===== config.mk =====
export PLATFORM = sky130hd
export DESIGN_NAME = frame_vlan_strip_tcp_filter_unit_flat
export DESIGN_NICKNAME = d
export VERILOG_FILES = /design/src/sv/fvst_pkg.sv /design/src/sv/fvst_if.sv /design/src/sv/fvst_in_stage.sv /design/src/sv/fvst_core.sv /design/src/sv/fvst_out_stage.sv /design/src/sv/frame_vlan_strip_tcp_filter_unit.sv /design/src/flat_wrapper.sv
export VERILOG_INCLUDE_DIRS = /design/src /design/src/sv
export SDC_FILE = /design/constraint.sdc
export NUM_CORES = 1
export LEC_CHECK = 0
export ABC_AREA = 0
export BUFFER_PORTS_ARGS = -buffer_cell sky130_fd_sc_hd__buf_4
export CORE_ASPECT_RATIO = 0.6
export CORE_UTILIZATION = 40
export CTS_CLUSTER_SIZE = 16
export DETAILED_ROUTE_END_ITERATION = 16
export PLACE_DENSITY = 0.55
export SYNTH_ARGS = -nofsm -noshare
export SYNTH_HDL_FRONTEND = slang
export SYNTH_SLANG_ARGS = --single-unit

===== constraint.sdc =====
create_clock -name clk_i -period 19.6 [get_ports clk_i]
set_input_delay 2.94 -clock clk_i [delete_from_list [all_inputs] [get_ports clk_i]]
set_output_delay 2.94 -clock clk_i [all_outputs]
set_load 0.05 [all_outputs]

===== src/sv/frame_vlan_strip_tcp_filter_unit_macros.svh =====
// ----------------------------------------------------------------------------
// Assertion macros for the frame VLAN strip and TCP filter unit
// Shared concurrent assertion forms, clocked on clk_i and held off in reset.
// ----------------------------------------------------------------------------
`ifndef FRAME_VLAN_STRIP_TCP_FILTER_UNIT_MACROS_SVH
`define FRAME_VLAN_STRIP_TCP_FILTER_UNIT_MACROS_SVH

// Consequent must hold in the same cycle as the antecedent.
`define FVST_ASSERT_SAME(lbl, ante, cons, msg) \
  lbl: assert property (@(posedge clk_i) disable iff (!rst_ni) (ante) |-> (cons)) \
    else $error(msg);

// Consequent must hold in the cycle after the antecedent.
`define FVST_ASSERT_NEXT(lbl, ante, cons, msg) \
  lbl: assert property (@(posedge clk_i) disable iff (!rst_ni) (ante) |=> (cons)) \
    else $error(msg);

`endif


===== src/sv/fvst_pkg.sv =====
// ----------------------------------------------------------------------------
// Frame VLAN strip package
// Types and constants shared by the stages of the strip and filter unit.
// ----------------------------------------------------------------------------
package fvst_pkg;

  localparam int unsigned PKT_BYTES = 2048;

  localparam logic [15:0] ETH_TYPE_IPV4 = 16'h0800;
  localparam logic [15:0] ETH_TYPE_VLAN = 16'h8100;
  localparam logic [15:0] ETH_TYPE_POS  = 16'd12;
  localparam logic [15:0] ETH_HDR_BYTES = 16'd14;
  localparam logic [15:0] VLAN_HDR_END  = 16'd18;
  localparam logic [15:0] VLAN_TYPE_POS = 16'd16;
  localparam logic [15:0] MIN_FRAME     = 16'd54;
  localparam logic [7:0]  PROTO_TCP     = 8'd6;
  localparam logic [7:0]  PROTO_UDP     = 8'd17;
  localparam logic [6:0]  TCP_HDR_MIN   = 7'd20;
  localparam logic [6:0]  UDP_HDR_MIN   = 7'd8;

  // One result item as it leaves the core.
  typedef struct packed {
    logic        out_valid;
    logic [7:0]  out_byte;
    logic [10:0] out_index;
    logic        frame_end;
    logic        accepted;
    logic [11:0] kept_length;
  } fvst_result_t;

endpackage


===== src/sv/fvst_if.sv =====
// ----------------------------------------------------------------------------
// Frame VLAN strip channel interfaces
// Valid/ready channels for input bytes and for result items.
// ----------------------------------------------------------------------------
interface fvst_in_if;
  logic       valid;
  logic       ready;
  logic [7:0] in_byte;
  logic       last_byte;

  modport source (output valid, output in_byte, output last_byte, input ready);
  modport sink (input valid, input in_byte, input last_byte, output ready);
endinterface

interface fvst_out_if;
  logic        valid;
  logic        ready;
  logic        out_valid;
  logic [7:0]  out_byte;
  logic [10:0] out_index;
  logic        frame_end;
  logic        accepted;
  logic [11:0] kept_length;

  modport source (output valid, output out_valid, output out_byte, output out_index,
                  output frame_end, output accepted, output kept_length, input ready);
  modport sink (input valid, input out_valid, input out_byte, input out_index,
                input frame_end, input accepted, input kept_length, output ready);
endinterface


===== src/sv/fvst_in_stage.sv =====
// ----------------------------------------------------------------------------
// Frame VLAN strip input stage
// Registers one input request; refills in the cycle the held one moves on.
// ----------------------------------------------------------------------------
module fvst_in_stage (
  input  logic       clk_i,
  input  logic       rst_ni,
  fvst_in_if.sink    in_i,
  input  logic       take_i,
  output logic       vld_o,
  output logic [7:0] byte_o,
  output logic       last_o
);

  logic       vld_q, vld_d;
  logic [7:0] byte_q;
  logic       last_q;
  logic       load;

  assign in_i.ready = !vld_q || take_i;
  assign load       = in_i.valid && in_i.ready;

  always_comb begin
    vld_d = vld_q;
    if (load) begin
      vld_d = 1'b1;
    end else if (take_i) begin
      vld_d = 1'b0;
    end
  end

  always_ff @(posedge clk_i or negedge rst_ni) begin
    if (!rst_ni) begin
      vld_q <= 1'b0;
    end else begin
      vld_q <= vld_d;
    end
  end

  always_ff @(posedge clk_i) begin
    if (load) begin
      byte_q <= in_i.in_byte;
      last_q <= in_i.last_byte;
    end
  end

  assign vld_o  = vld_q;
  assign byte_o = byte_q;
  assign last_o = last_q;

endmodule


===== src/sv/fvst_core.sv =====
// ----------------------------------------------------------------------------
// Frame VLAN strip core
// Per-frame parse state and the combinational rewrite and verdict logic.
// ----------------------------------------------------------------------------
module fvst_core import fvst_pkg::*; #(
  parameter int unsigned PktBytes = PKT_BYTES
) (
  input  logic         clk_i,
  input  logic         rst_ni,
  input  logic         step_i,
  input  logic [7:0]   in_byte_i,
  input  logic         last_byte_i,
  output fvst_result_t res_o,
  output logic         produce_o
);

`include "frame_vlan_strip_tcp_filter_unit_macros.svh"

  localparam int unsigned OutCntW = $clog2(PktBytes + 1);
  localparam logic [OutCntW-1:0] PktMax = OutCntW'(PktBytes);
  localparam logic [16:0] PktLim = 17'(PktBytes);

  logic [15:0] cnt_q, cnt_d;
  logic [15:0] outer_q, outer_d;
  logic [15:0] inner_q, inner_d;
  logic        tagged_q, tagged_d;
  logic [3:0]  ihl_q, ihl_d;
  logic [15:0] total_q, total_d;
  logic [7:0]  proto_q, proto_d;
  logic [3:0]  tcp_q, tcp_d;
  logic [2:0]  flags_q, flags_d;
  logic [OutCntW-1:0] ocnt_q, ocnt_d;

  logic        emit;
  logic [7:0]  ob;
  logic [15:0] oi;
  logic [15:0] ip_start;
  logic [15:0] p;
  logic [5:0]  ihl_bytes;
  logic [6:0]  tcp_pos;
  logic [6:0]  tcp_need;
  logic [6:0]  udp_need;
  logic        type_ok;
  logic        verdict;
  logic [16:0] lim;
  logic [16:0] ocnt_ext;
  logic [16:0] kept;

  always_comb begin
    cnt_d    = cnt_q;
    outer_d  = outer_q;
    inner_d  = inner_q;
    tagged_d = tagged_q;
    ihl_d    = ihl_q;
    total_d  = total_q;
    proto_d  = proto_q;
    tcp_d    = tcp_q;
    flags_d  = flags_q;
    emit     = 1'b0;
    ob       = 8'h00;
    oi       = 16'd0;
    ip_start = tagged_q ? VLAN_HDR_END : ETH_HDR_BYTES;
    p        = cnt_q - ip_start;
    ihl_bytes = '0;
    tcp_pos  = '0;

    priority if (cnt_q < ETH_TYPE_POS) begin
      emit = 1'b1;
      ob   = in_byte_i;
      oi   = cnt_q;
    end else if (cnt_q == ETH_TYPE_POS) begin
      outer_d = {in_byte_i, 8'h00};
      emit    = 1'b1;
      ob      = ETH_TYPE_IPV4[15:8];
      oi      = ETH_TYPE_POS;
    end else if (cnt_q == ETH_TYPE_POS + 16'd1) begin
      outer_d  = {outer_q[15:8], in_byte_i};
      tagged_d = ({outer_q[15:8], in_byte_i} == ETH_TYPE_VLAN);
      emit     = 1'b1;
      ob       = ETH_TYPE_IPV4[7:0];
      oi       = ETH_TYPE_POS + 16'd1;
    end else if (tagged_q && cnt_q < VLAN_HDR_END) begin
      // Tag bytes are swallowed; only the inner ethertype is kept.
      if (cnt_q == VLAN_TYPE_POS) begin
        inner_d = {in_byte_i, 8'h00};
      end else if (cnt_q == VLAN_TYPE_POS + 16'd1) begin
        inner_d = {inner_q[15:8], in_byte_i};
      end
    end else begin
      if (p == 16'd0) begin
        ihl_d = in_byte_i[3:0];
      end else if (p == 16'd2) begin
        total_d = {in_byte_i, total_q[7:0]};
      end else if (p == 16'd3) begin
        total_d = {total_q[15:8], in_byte_i};
      end else if (p == 16'd9) begin
        proto_d = in_byte_i;
      end
      // TCP fields sit at IP offset 4*IHL, whatever the IHL value.
      ihl_bytes = {ihl_d, 2'b00};
      tcp_pos   = 7'(ihl_bytes) + 7'd12;
      if (p == 16'(tcp_pos)) begin
        tcp_d = in_byte_i[7:4];
      end else if (p == 16'(tcp_pos) + 16'd1) begin
        flags_d = in_byte_i[2:0];
      end
      ob   = in_byte_i;
      oi   = p + ETH_HDR_BYTES;
      emit = (p < 16'd3) || (p < total_d);
    end

    if (emit && ({1'b0, oi} >= PktLim)) begin
      emit = 1'b0;
    end
    if (!emit) begin
      ob = 8'h00;
      oi = 16'd0;
    end

    ocnt_d = ocnt_q;
    if (emit && ocnt_q < PktMax) begin
      ocnt_d = ocnt_q + OutCntW'(1);
    end
    if (cnt_q != 16'hFFFF) begin
      cnt_d = cnt_q + 16'd1;
    end
  end

  // Verdict on the state as it stands after this byte.
  logic [5:0] jd_ihl_bytes;
  assign jd_ihl_bytes = {ihl_d, 2'b00};
  assign tcp_need = 7'(ip_start) + 7'(jd_ihl_bytes) + TCP_HDR_MIN;
  assign udp_need = 7'(ip_start) + 7'(jd_ihl_bytes) + UDP_HDR_MIN;
  assign type_ok  = (outer_d == ETH_TYPE_VLAN) ? (inner_d == ETH_TYPE_IPV4)
                                               : (outer_d == ETH_TYPE_IPV4);

  always_comb begin
    verdict = 1'b1;
    priority if (cnt_d < MIN_FRAME) begin
      verdict = 1'b0;
    end else if (!type_ok) begin
      verdict = 1'b0;
    end else if (proto_d == PROTO_TCP) begin
      if (cnt_d < 16'(tcp_need)) begin
        verdict = 1'b0;
      end else if ((total_d == 16'(jd_ihl_bytes) + 16'({tcp_d, 2'b00})) &&
                   (flags_d == 3'd0)) begin
        verdict = 1'b0;
      end
    end else if (proto_d == PROTO_UDP) begin
      if (cnt_d < 16'(udp_need)) begin
        verdict = 1'b0;
      end
    end else begin
      verdict = 1'b1;
    end
  end

  assign lim      = 17'(total_d) + 17'd14;
  assign ocnt_ext = 17'(ocnt_d);
  assign kept     = (ocnt_ext < lim) ? ocnt_ext : lim;

  always_comb begin
    res_o.out_valid   = emit;
    res_o.out_byte    = ob;
    res_o.out_index   = oi[10:0];
    res_o.frame_end   = last_byte_i;
    res_o.accepted    = last_byte_i && verdict;
    res_o.kept_length = (last_byte_i && verdict) ? kept[11:0] : 12'd0;
  end

  assign produce_o = emit || last_byte_i;

  always_ff @(posedge clk_i or negedge rst_ni) begin
    if (!rst_ni) begin
      cnt_q    <= '0;
      outer_q  <= '0;
      inner_q  <= '0;
      tagged_q <= 1'b0;
      ihl_q    <= '0;
      total_q  <= '0;
      proto_q  <= '0;
      tcp_q    <= '0;
      flags_q  <= '0;
      ocnt_q   <= '0;
    end else if (step_i) begin
      if (last_byte_i) begin
        cnt_q    <= '0;
        outer_q  <= '0;
        inner_q  <= '0;
        tagged_q <= 1'b0;
        ihl_q    <= '0;
        total_q  <= '0;
        proto_q  <= '0;
        tcp_q    <= '0;
        flags_q  <= '0;
        ocnt_q   <= '0;
      end else begin
        cnt_q    <= cnt_d;
        outer_q  <= outer_d;
        inner_q  <= inner_d;
        tagged_q <= tagged_d;
        ihl_q    <= ihl_d;
        total_q  <= total_d;
        proto_q  <= proto_d;
        tcp_q    <= tcp_d;
        flags_q  <= flags_d;
        ocnt_q   <= ocnt_d;
      end
    end
  end

  `FVST_ASSERT_NEXT(a_clear_after_last, step_i && last_byte_i, cnt_q == 16'd0 && ocnt_q == '0, "frame state not cleared after last byte")
  `FVST_ASSERT_SAME(a_idle_payload_zero, step_i && !res_o.out_valid, res_o.out_byte == 8'h00 && res_o.out_index == 11'd0, "payload not zero without output byte")
  `FVST_ASSERT_SAME(a_verdict_at_end, step_i && !res_o.frame_end, !res_o.accepted && res_o.kept_length == 12'd0, "verdict outside frame end")
  `FVST_ASSERT_SAME(a_out_count_bound, 1'b1, ocnt_q <= PktMax, "output count beyond bound")

endmodule


===== src/sv/fvst_out_stage.sv =====
// ----------------------------------------------------------------------------
// Frame VLAN strip result stage
// Result register that holds one result request until the sink takes it.
// ----------------------------------------------------------------------------
module fvst_out_stage import fvst_pkg::*; (
  input  logic         clk_i,
  input  logic         rst_ni,
  input  logic         load_i,
  input  fvst_result_t res_i,
  output logic         free_o,
  fvst_out_if.source   out_o
);

  logic         vld_q, vld_d;
  fvst_result_t res_q;

  assign free_o = !vld_q || out_o.ready;

  always_comb begin
    vld_d = vld_q;
    if (load_i) begin
      vld_d = 1'b1;
    end else if (out_o.ready) begin
      vld_d = 1'b0;
    end
  end

  always_ff @(posedge clk_i or negedge rst_ni) begin
    if (!rst_ni) begin
      vld_q <= 1'b0;
    end else begin
      vld_q <= vld_d;
    end
  end

  always_ff @(posedge clk_i) begin
    if (load_i) begin
      res_q <= res_i;
    end
  end

  assign out_o.valid       = vld_q;
  assign out_o.out_valid   = res_q.out_valid;
  assign out_o.out_byte    = res_q.out_byte;
  assign out_o.out_index   = res_q.out_index;
  assign out_o.frame_end   = res_q.frame_end;
  assign out_o.accepted    = res_q.accepted;
  assign out_o.kept_length = res_q.kept_length;

endmodule


===== src/sv/frame_vlan_strip_tcp_filter_unit.sv =====
// ----------------------------------------------------------------------------
// Frame VLAN strip and TCP filter unit
// Rewrites a captured Ethernet frame byte by byte, drops an 802.1Q tag, forces
// the ethertype to IPv4 and gives a keep or discard verdict on the last byte.
// ----------------------------------------------------------------------------
//  Channel | Direction | Payload                                  | Request
//  in_i    | sink      | in_byte, last_byte                       | one frame byte
//  out_o   | source    | out_valid, out_byte, out_index,          | one result
//          |           | frame_end, accepted, kept_length         |
//
// One byte is accepted per cycle unless a byte that gives a result waits for room in
// the result register; a result passes from the input register through the rewrite
// and verdict logic into the result register.
// Bytes that are not last and give no result, such as tag bytes, move on even while
// the result register is stalled; all other bytes wait for room in that register.
// Reset is asynchronous and clears the channel valids and the parse state.
// ----------------------------------------------------------------------------
module frame_vlan_strip_tcp_filter_unit import fvst_pkg::*; #(
  parameter int unsigned PktBytes = PKT_BYTES
) (
  input  logic      clk_i,
  input  logic      rst_ni,
  fvst_in_if.sink   in_i,
  fvst_out_if.source out_o
);

  // Byte held in the input register, waiting for the core.
  logic         stg_vld;
  logic [7:0]   stg_byte;
  logic         stg_last;

  // The core works on the held byte in the cycle that it is taken.
  logic         take;
  logic         produce;
  logic         out_free;
  fvst_result_t res;

  // A byte that yields a result needs room downstream; one that yields
  // nothing can always be taken.
  assign take = stg_vld && (!produce || out_free);

  fvst_in_stage u_in_stage (
    .clk_i  (clk_i),
    .rst_ni (rst_ni),
    .in_i   (in_i),
    .take_i (take),
    .vld_o  (stg_vld),
    .byte_o (stg_byte),
    .last_o (stg_last)
  );

  fvst_core #(
    .PktBytes (PktBytes)
  ) u_core (
    .clk_i       (clk_i),
    .rst_ni      (rst_ni),
    .step_i      (take),
    .in_byte_i   (stg_byte),
    .last_byte_i (stg_last),
    .res_o       (res),
    .produce_o   (produce)
  );

  fvst_out_stage u_out_stage (
    .clk_i  (clk_i),
    .rst_ni (rst_ni),
    .load_i (take && produce),
    .res_i  (res),
    .free_o (out_free),
    .out_o  (out_o)
  );

endmodule

===== src/flat_wrapper.sv =====
// flat-port wrapper written by rule: the top's interface ports become plain ports
module frame_vlan_strip_tcp_filter_unit_flat import fvst_pkg::*;
#(
  parameter int unsigned PktBytes = PKT_BYTES
)
  (clk_i, rst_ni, in_i_valid, in_i_in_byte, in_i_last_byte, in_i_ready, out_o_valid, out_o_out_valid, out_o_out_byte, out_o_out_index, out_o_frame_end, out_o_accepted, out_o_kept_length, out_o_ready);
  fvst_in_if in_i_i ();
  fvst_out_if out_o_i ();
  input  logic clk_i;
  input  logic rst_ni;
  input wire logic [$bits(in_i_i.valid)-1:0] in_i_valid;
  input wire logic [$bits(in_i_i.in_byte)-1:0] in_i_in_byte;
  input wire logic [$bits(in_i_i.last_byte)-1:0] in_i_last_byte;
  output wire logic [$bits(in_i_i.ready)-1:0] in_i_ready;
  output wire logic [$bits(out_o_i.valid)-1:0] out_o_valid;
  output wire logic [$bits(out_o_i.out_valid)-1:0] out_o_out_valid;
  output wire logic [$bits(out_o_i.out_byte)-1:0] out_o_out_byte;
  output wire logic [$bits(out_o_i.out_index)-1:0] out_o_out_index;
  output wire logic [$bits(out_o_i.frame_end)-1:0] out_o_frame_end;
  output wire logic [$bits(out_o_i.accepted)-1:0] out_o_accepted;
  output wire logic [$bits(out_o_i.kept_length)-1:0] out_o_kept_length;
  input wire logic [$bits(out_o_i.ready)-1:0] out_o_ready;
  assign in_i_i.valid = in_i_valid;
  assign in_i_i.in_byte = in_i_in_byte;
  assign in_i_i.last_byte = in_i_last_byte;
  assign in_i_ready = in_i_i.ready;
  assign out_o_valid = out_o_i.valid;
  assign out_o_out_valid = out_o_i.out_valid;
  assign out_o_out_byte = out_o_i.out_byte;
  assign out_o_out_index = out_o_i.out_index;
  assign out_o_frame_end = out_o_i.frame_end;
  assign out_o_accepted = out_o_i.accepted;
  assign out_o_kept_length = out_o_i.kept_length;
  assign out_o_i.ready = out_o_ready;
  frame_vlan_strip_tcp_filter_unit #(.PktBytes(PktBytes)) u_core (.clk_i(clk_i), .rst_ni(rst_ni), .in_i(in_i_i), .out_o(out_o_i));
endmodule

==> results of run 1 <==
[where the power goes]
part | switching [mW] | internal [mW]
Clock | 0.144 | 0.211
Combinational | 0.455 | 0.188
Sequential | 0.0368 | 0.363
Total | 0.636 | 0.762
[stage by stage]
step	utilization [%]	instance area (sq um)	setup WS [ps]
floorplan	-	11100	11370
global placement	43.6	11700	10870
detailed placement	43.6	11700	10670
CTS	45.9	12300	10130
global route	45.9	12300	9700
finish	45.9	12300	10080
[flip-flops by register name, indices dropped and copies added, names as in the netlist]
| name | flops |
|---|---|
| u_core.u_core.total_q | 16 |
| u_core.u_core.proto_q | 8 |
| u_core.u_in_stage.byte_o | 8 |
| u_core.u_core.ihl_q | 4 |
| u_core.u_in_stage.last_o | 1 |
| u_core.u_core.outer_q | 16 |
| u_core.u_core.cnt_q | 16 |
| u_core.u_out_stage.out_o.valid | 1 |
| u_core.u_out_stage.out_o.frame_end | 1 |
| u_core.u_core.tcp_q | 4 |
| u_core.u_out_stage.out_o.out_valid | 1 |
| u_core.u_core.flags_q | 3 |
| u_core.u_out_stage.out_o.out_byte | 8 |
| u_core.u_in_stage.vld_o | 1 |
| u_core.u_core.ocnt_q | 12 |
| u_core.u_core.tagged_q | 1 |
| u_core.u_out_stage.out_o.kept_length | 12 |
| u_core.u_core.inner_q | 16 |
| u_core.u_out_stage.out_o.out_index | 11 |
| u_core.u_out_stage.out_o.accepted | 1 |
[how the worst min path moves through the flow]
stage	slack (ps)	cells after the start	start	endpoint
final	510	2	u_core.u_core.inner_q[11]	u_core.u_core.inner_q[11]
after CTS	510	1	u_core.u_core.inner_q[0]	u_core.u_core.inner_q[0]
after global routing	530	1	u_core.u_core.inner_q[0]	u_core.u_core.inner_q[0]
after floorplan	460	2	u_core.u_core.total_q[0]	u_core.u_core.total_q[0]
after global placement	490	2	u_core.u_core.inner_q[11]	u_core.u_core.inner_q[11]
after detailed placement	490	1	u_core.u_core.inner_q[0]	u_core.u_core.inner_q[0]
[logic make-up after synthesis]
logic type / after synthesis / synth area share, %
xor+xnor: 57 / 4.48
mux: 41 / 3.88
buf+inv: 133 / 5.48
flops: 141 / 33.6
simple gates: 483 / 22.1
compound gates: 377 / 23.4
fa+ha+maj: 61 / 7.05
[tightest hold or removal path: cells and delay by family (launching register included)]
kind	cells	cell delay, ps
flip-flops	1	360
AND/OR/NAND/NOR	1	50
AO/OA/AOI/OAI	1	60
[layout make-up]
class,instances,area (sq um)
sequential,141,3740
fill,2605,14500
inverter,40,155
clock inverter,13,174
tap,360,450
multi-input combinational,1019,6800
timing repair buffer,74,556
clock buffer,19,454
[per-layer routing]
| metal | up-vias | GRT usage [%] | part of all wire (%) |
|---|---|---|---|
| met5 | - | 0 | 0 |
| met4 | 0 | 6.61 | 1.3 |
| met3 | 35 | 8.01 | 9.1 |
| met2 | 386 | 34.3 | 38 |
| met1 | 5014 | 42.6 | 52 |
| li1 | 4808 | - | - |
[placed cells by master, fill, tap and decap left out, types with 6 or more instances in the layout]
master / synthesis / layout
a211oi_1: 12 / 12
a21o_1: 19 / 19
a21oi_1: 72 / 71
a22o_1: 18 / 18
a22oi_1: 32 / 32
a311oi_2: 11 / 11
a31oi_1: 15 / 15
a32oi_1: 9 / 9
and2_1: 16 / 16
and3_1: 28 / 28
buf_4: 1 / 74
clkbuf_16: 0 / 18
dfrtp_1: 98 / 98
edfxtp_1: 43 / 43
ha_1: 58 / 58
inv_1: 38 / 38
inv_6: 0 / 6
mux2_2: 7 / 7
mux2i_1: 33 / 33
nand2_1: 145 / 145
nand2b_1: 9 / 9
nand3_1: 40 / 40
nand4_1: 22 / 22
nor2_1: 86 / 86
nor2b_1: 12 / 12
nor3_1: 49 / 49
nor4_1: 20 / 20
o21a_1: 13 / 13
o21ai_0: 97 / 97
o22ai_1: 11 / 11
o31ai_1: 15 / 15
or2_2: 11 / 11
or3_1: 8 / 8
or4_1: 7 / 7
xnor2_1: 29 / 29
xor2_1: 28 / 28
==> impl_metrics.py, run 1 <==
metrics = {
    "status": {
        "run_status": "finished clean",
    },
    "placement": {
        "gp_congestion": 0.917,
        "dp_cells": 1634,
        "hpwl_um": 27300,
        "placement.io_buffers": 48,
    },
    "pwr": {
        "p_total_mw": 1.40,
        "p_leak_nw": 5.08,
        "max-vdd-ir-drop_uv": 91.6,
        "cellPowerDensity_nw_per_um2": 113,
    },
    "synthesis": {
        "synth_area_per_cell_sq_um": 8.61,
        "ys_ff_latch": 141,
        "synth_area_leaders": "dfrtp_1, edfxtp_1, ha_1, nand2_1, o21ai_0",
        "synth_cells": 1293,
        "syn_area_sq_um": 11100,
        "yosys-top-cells-count": "nand2_1, dfrtp_1, o21ai_0, nor2_1, a21oi_1",
        "yosysSeqAreaShare_pct": 33.6,
        "synth_most_common_cell": "nand2_1",
        "ys.flop_type": "dfrtp_1",
        "synth-async-reset-ratio_pct": 69.5,
        "synthesis.nets": 1367,
        "synth_top_cell_area_share_pct": 22.0,
        "yosysWarnings": 0,
        "yosysTopAreaCell": "dfrtp_1",
        "synth_cell_types": 89,
        "synth_edf_count": 43,
    },
    "cts": {
        "cts_buffer_depth": 2,
        "cts_hold_buf": 0,
        "tritoncts": "yes",
        "root_buffer": "clkbuf_16",
        "clock_latency_ps": 460,
        "h-tree-depth": 4,
        "cts-resized-gates": 0,
        "path_clk_slew_ps": 60,
        "numClockSinks": 141,
        "cts_setup_buffers": 0,
        "cts_buffers": 17,
    },
    "final_layout": {
        "drive_gt1_share_pct": 12.0,
        "area_growth_pct": 10.8,
        "nets": 1367,
        "diodes": 0,
        "stdcell_count": 1666,
    },
    "worst_setup_path": {
        "cp_slowest_stage_delay_ps": 630,
        "critPathLaunchType": "register",
        "cp-endpoint": "in_i_ready",
        "crit_slowest_cell": "or3_1",
        "crit_required_ps": 16660,
        "crit_type": "reg -> out",
        "crit_cells": 20,
        "path_cells": "inv_1 > ha_1 > o21ai_1 > nor2_1 > a31oi_1 > a211o_1 > or3_1 > mux2i_1 > ha_1 > a21o_1 > a21o_1 > a21oi_1 > a2111o_1 > a31oi_1 > o21ai_0 > o211ai_4 > clkinv_4 > o21ai_0 > or2_2 > buf_4",
        "r2r_end": "u_core.u_out_stage.out_o.kept_length[9]",
        "crit_path_end_kind": "output port",
        "reg2reg_from": "u_core.u_core.tagged_q",
        "ff2ff_setup_slack_ps": 10590,
        "crit_family": "compound AO/OA/AOI/OAI gates",
        "crit_path_max_fanout": 14,
        "r2r_cells": 27,
        "arrival_ps": 6580,
        "crit_start": "u_core.u_core.tagged_q",
        "path_buf_inv": 3,
    },
    "timing": {
        "tns_ps": 0,
        "final.min_clock_period_ps": 9520,
        "drv_slew": 0,
        "worstMarginPinSlew_ps": 1010,
        "clock.fmax_ghz": 0.105,
        "rsz0062_at_grt": "no",
        "timing.slew.headroom_pct": 32.3,
        "fin_crit_sh_pct": 48.6,
        "setup-violations-final": 0,
        "fin_skew_ps": 11.7,
        "finalHoldViolCount": 0,
        "hold_ws_ps": 508,
    },
    "floorplan": {
        "fp-row-count": 46,
        "initial_utilization_pct": 41.4,
        "die_y_um": 131,
        "die_width_um": 217,
        "core_area_sq_um": 26900,
        "pin_count": 49,
        "dieArea_sq_um": 28500,
    },
    "route": {
        "drt_wl_total_um": 37900,
        "wl_per_cell_um": 22.7,
        "postRouteAntennaNets": 0,
        "vias": 10200,
        "via_per_inst": 6.15,
        "drt_pass1_iterations": 9,
        "drc": 0,
        "drt-initial-drc-count": 1025,
    },
    "global_route": {
        "grt_antenna_before_repair": 0,
        "grt_pass1_vias": 9536,
        "grt_usage_pct": 26.9,
        "grt_pass1_wl_um": 58400,
        "grt_overflow": 0,
        "grt_max_degree": 59,
    },
    "flow_run": {
        "max_cap_violations": 0,
    },
    "hold_path": {
        "hold_path_class": "reg -> reg",
    },
}
Power figures use the tool's default switching activity.
==> run 2: changes to the inputs <==
Clock period 19.6 ns to 8.9 ns, I/O delays scaled along.
==> impl_metrics.py, run 2 (same netlist as run 1, synthesis figures left out) <==
metrics = {
    "route": {
        "drt-initial-drc-count": 1223,
        "wl_met1_um": 19600,
        "maxUsedRoutingLayer": "met4",
        "wl_met2_um": 14100,
        "drt_wl_total_um": 37900,
        "drc": 0,
        "postRouteAntennaNets": 0,
        "vias": 10300,
        "drt_pass1_iterations": 5,
        "wl_per_cell_um": 22.7,
        "met3_length_um": 3810,
        "via_per_inst": 6.18,
    },
    "final_layout": {
        "nets": 1371,
        "final_common_cell": "nand2_1",
        "area_growth_pct": 10.5,
        "drive_gt1_share_pct": 12.2,
        "final_cell_mix": "nand2_1, dfrtp_1, o21ai_0",
        "stdcell_count": 1670,
        "diodes": 0,
    },
    "global_route": {
        "grt_pass1_vias": 9533,
        "grt_pass1_wl_um": 58700,
        "grt_overflow": 0,
        "grt_usage_pct": 27.0,
        "grt_max_degree": 99,
        "grt_antenna_before_repair": 1,
    },
    "placement": {
        "placement.io_buffers": 48,
        "gp_congestion": 0.987,
        "hpwl_um": 27400,
        "dp_cells": 1638,
    },
    "floorplan": {
        "initial_utilization_pct": 41.4,
        "die_y_um": 131,
        "die_width_um": 217,
        "core_area_sq_um": 26900,
        "dieArea_sq_um": 28500,
        "pin_count": 49,
        "fp-row-count": 46,
    },
    "timing": {
        "clock.fmax_ghz": 0.121,
        "rsz0062_at_grt": "no",
        "drv_slew": 0,
        "timing.slew.headroom_pct": 32.1,
        "setup-violations-final": 0,
        "fin_crit_sh_pct": 93.1,
        "tns_ps": 0,
        "finalHoldViolCount": 0,
        "final.min_clock_period_ps": 8280,
        "worstMarginPinSlew_ps": 1010,
        "fin_skew_ps": 11.6,
    },
    "status": {
        "run_status": "finished clean",
    },
    "cts": {
        "cts_buffer_depth": 2,
        "h-tree-depth": 4,
        "cts_buffers": 17,
        "tritoncts": "yes",
        "root_buffer": "clkbuf_16",
        "clock_latency_ps": 450,
        "numClockSinks": 141,
        "cts_setup_buffers": 0,
        "path_clk_slew_ps": 60,
    },
    "pwr": {
        "p_leak_nw": 5.07,
        "max-vdd-ir-drop_uv": 187,
        "cellPowerDensity_nw_per_um2": 244,
        "p_total_mw": 3.00,
    },
    "flow_run": {
        "max_cap_violations": 0,
    },
    "worst_setup_path": {
        "critPathLaunchType": "register",
        "arrival_ps": 6950,
        "crit_required_ps": 7570,
        "crit_path_max_fanout": 14,
        "r2r_cells": 28,
        "crit_type": "reg -> out",
        "crit_path_end_kind": "output port",
    },
    "hold_path": {
        "hold_path_class": "reg -> reg",
        "whs_path_depth": 2,
    },
}
## run 2: cell types whose count changed in the layout (fill, tap and decap cells not counted), moves of 2 or more
cell | previous run | this run
clkinv_4 | 1 | 3
inv_4 | 0 | 2
clkbuf_1 | 1 | 4
clkbuf_8 | 0 | 2
inv_6 | 6 | 1
buf_4 | 74 | 77
bufinv_16 | 3 | 0
## run 2: power by group
group / internal [mW] / switching, mW
registers: 0.800 / 0.0843
clock network: 0.388 / 0.300
logic: 0.421 / 1.00
total: 1.61 / 1.39
## run 2: cell type report
type | instances | area, sq um
repair buffers | 78 | 598
fillers | 2616 | 14600
well taps | 360 | 450
inverters | 40 | 155
flip-flops and latches | 141 | 3740
multi-input cells | 1019 | 6810
clock buffers | 24 | 493
clock inverters | 8 | 56.3
## run 2: worst max-delay path, cell delays in order, from the launching register on
cell and delay, ps:
dfrtp_1 480, inv_1 190, ha_1 570, o21ai_1 270, nor2_1 360, a31oi_1 190, a211o_1 530, or3_1 630
mux2i_1 190, ha_1 330, a21o_1 110, a21o_1 100, a21oi_1 90, a2111o_1 380, a31oi_1 150, o21ai_0 180
o211ai_4 380, buf_4 260, buf_4 300, clkinv_4 170, o21ai_0 230, or2_2 180, buf_4 200
## run 2: worst paths after layout
kind | start | endpoint | slack (ps)
worst max-delay path | u_core.u_core.tagged_q | in_i_ready | 620
worst min-delay path | u_core.u_core.inner_q[15] | u_core.u_core.inner_q[15] | 510
worst max register to register | u_core.u_core.tagged_q | u_core.u_out_stage.out_o.kept_length[2] | 660
worst min register to register | u_core.u_core.inner_q[15] | u_core.u_core.inner_q[15] | 510
max in group asynchronous | rst_ni | u_core.u_core.inner_q[12] | 6750
min in group asynchronous | rst_ni | u_core.u_core.cnt_q[8] | 880
## run 2: what timing repair did
action                     4_1_cts  5_1_grt
hold endpoints to repair         0        0
setup endpoints to repair        0       12
hold buffers                     0        0
resized for setup                0        4
## run 2: metal layers
layer,vias up,global-route usage (%)
met5,-,0
met4,0,5.20
met3,29,7.48
met2,466,33.7
met1,5017,44.1
li1,4816,-
## run 2: through the flow
| stage | worst slack, ps | hold WS (ps) | util, % | area, sq um |
|---|---|---|---|---|
| 5_1_grt | 23.7 | 516 | 45.8 | 12300 |
| 6_report | 617 | 509 | 45.8 | 12300 |
| 4_1_cts | 371 | 508 | 45.8 | 12300 |
| 3_5_place_dp | 396 | 495 | 43.7 | 11800 |
| 2_1_floorplan | 1210 | 464 | - | 11100 |
| 3_3_place_gp | 703 | 486 | 43.7 | 11800 |
==> run 3: changes to the inputs <==
Settings changed: CTS_BUF_LIST set to sky130_fd_sc_hd__clkbuf_4 sky130_fd_sc_hd__clkbuf_8 sky130_fd_sc_hd__clkbuf_16, GPL_TIMING_DRIVEN set to 1.
==> impl_metrics.py, run 3 (same netlist as run 1, synthesis figures left out) <==
metrics = {
    "global_route": {
        "grt_overflow": 0,
        "grt_antenna_before_repair": 1,
        "grt_max_degree": 99,
        "grt_pass1_wl_um": 58700,
        "grt_usage_pct": 27.0,
        "grt_pass1_vias": 9530,
    },
    "route": {
        "wl_per_cell_um": 22.6,
        "drt_wl_total_um": 37800,
        "vias": 10400,
        "drt_pass1_iterations": 6,
        "drt-initial-drc-count": 1234,
        "via_per_inst": 6.20,
        "postRouteAntennaNets": 0,
        "drc": 0,
    },
    "timing": {
        "rsz0062_at_grt": "no",
        "drv_slew": 0,
        "setup-violations-final": 0,
        "fin_ws_ps": 644,
        "fin_skew_ps": 13.3,
        "finalHoldViolCount": 0,
        "tns_ps": 0,
        "fin_crit_sh_pct": 92.8,
        "final.min_clock_period_ps": 8260,
        "worstMarginPinSlew_ps": 1010,
        "clock.fmax_ghz": 0.121,
        "timing.slew.headroom_pct": 32.3,
    },
    "placement": {
        "gp_congestion": 0.987,
        "placed_area_sq_um": 11800,
        "place_ws_ps": 396,
        "placement.io_buffers": 48,
        "dp_cells": 1638,
        "hpwl_um": 27400,
    },
    "worst_setup_path": {
        "path_cells": "inv_1 > ha_1 > o21ai_1 > nor2_1 > a31oi_1 > a211o_1 > or3_1 > mux2i_1 > ha_1 > a21o_1 > a21o_1 > a21oi_1 > a2111o_1 > a31oi_1 > o21ai_0 > o211ai_4 > buf_4 > buf_4 > clkinv_4 > o21ai_0 > or2_2 > buf_4",
        "crit_type": "reg -> out",
        "crit_path_max_fanout": 14,
        "crit_start": "u_core.u_core.tagged_q",
        "arrival_ps": 6920,
        "crit_cells": 22,
        "cp_slowest_stage_delay_ps": 640,
        "crit_family": "compound AO/OA/AOI/OAI gates",
        "crit_path_end_kind": "output port",
        "crit_slowest_cell": "or3_1",
        "r2r_cells": 27,
        "r2r_end": "u_core.u_out_stage.out_o.kept_length[2]",
        "ff2ff_setup_slack_ps": 660,
        "path_common_cell": "buf_4",
        "reg2reg_from": "u_core.u_core.tagged_q",
        "cp-endpoint": "in_i_ready",
        "path_buf_inv": 5,
        "crit_required_ps": 7570,
        "critPathLaunchType": "register",
    },
    "cts": {
        "h-tree-depth": 4,
        "cts_buffers": 17,
        "numClockSinks": 141,
        "root_buffer": "clkbuf_16",
        "cts_hold_buf": 0,
        "clock_latency_ps": 450,
        "tritoncts": "yes",
        "path_clk_slew_ps": 60,
        "cts_buffer_depth": 2,
    },
    "floorplan": {
        "core_area_sq_um": 26900,
        "initial_utilization_pct": 41.4,
        "fp-row-count": 46,
        "die_width_um": 217,
        "pin_count": 49,
        "dieArea_sq_um": 28500,
        "die_y_um": 131,
    },
    "pwr": {
        "p_total_mw": 3.01,
        "p_leak_nw": 5.09,
        "cellPowerDensity_nw_per_um2": 244,
        "max-vdd-ir-drop_uv": 187,
    },
    "final_layout": {
        "nets": 1371,
        "final_cell_mix": "nand2_1, dfrtp_1, o21ai_0",
        "diodes": 0,
        "area_growth_pct": 10.6,
        "final_common_cell": "nand2_1",
        "stdcell_count": 1670,
        "drive_gt1_share_pct": 12.5,
        "design_area_sq_um": 12300,
    },
    "hold_path": {
        "whs_path_depth": 1,
        "hold_path_class": "reg -> reg",
    },
    "status": {
        "run_status": "finished clean",
    },
    "flow_run": {
        "max_cap_violations": 0,
    },
}
-- run 3: cell counts in the layout (fill, tap and decap cells not counted) --
Identical to the previous run, type by type.
-- run 3: per-layer routing --
layer | global-route usage, % | share of wire, % | up-vias
met5 | 0 | 0 | -
met4 | 5.20 | 1.1 | 0
met3 | 7.48 | 11 | 36
met2 | 33.7 | 37 | 491
met1 | 44.2 | 51 | 5012
li1 | - | - | 4818
-- run 3: area by class of cell --
type / instances / area, sq um
inverters: 40 / 155
multi-input cells: 1019 / 6810
fillers: 2610 / 14600
clock buffers: 24 / 508
well taps: 360 / 450
clock inverters: 8 / 56.3
flip-flops and latches: 141 / 3740
repair buffers: 78 / 598
-- run 3: where the power goes --
group          leakage, nW  switching [mW]  internal (mW)
combinational         3.03            1.00          0.421
sequential            1.78          0.0836          0.800
clock                0.284           0.301          0.401
-- run 3: how the worst min path moves through the flow --
stage	slack (ps)	from	end
after floorplan	460	u_core.u_core.total_q[0]	u_core.u_core.total_q[0]
after CTS	510	u_core.u_core.tcp_q[3]	u_core.u_core.tcp_q[3]
after detailed placement	490	u_core.u_core.tcp_q[3]	u_core.u_core.tcp_q[3]
final	510	u_core.u_core.inner_q[3]	u_core.u_core.inner_q[3]
after global placement	490	u_core.u_core.tcp_q[3]	u_core.u_core.tcp_q[3]
after global routing	520	u_core.u_core.inner_q[3]	u_core.u_core.inner_q[3]
-- run 3: what timing repair did --
item,4_1_cts,5_1_grt
setup buffers,0,0
gates resized for setup,0,4
setup endpoints to repair,0,12
-- run 3: stage by stage --
stage | utilization [%] | hold slack (ps)
after CTS | 45.8 | 508
after global placement | 43.7 | 486
final | 45.8 | 507
after global routing | 45.8 | 516
after floorplan | - | 464
after detailed placement | 43.7 | 495
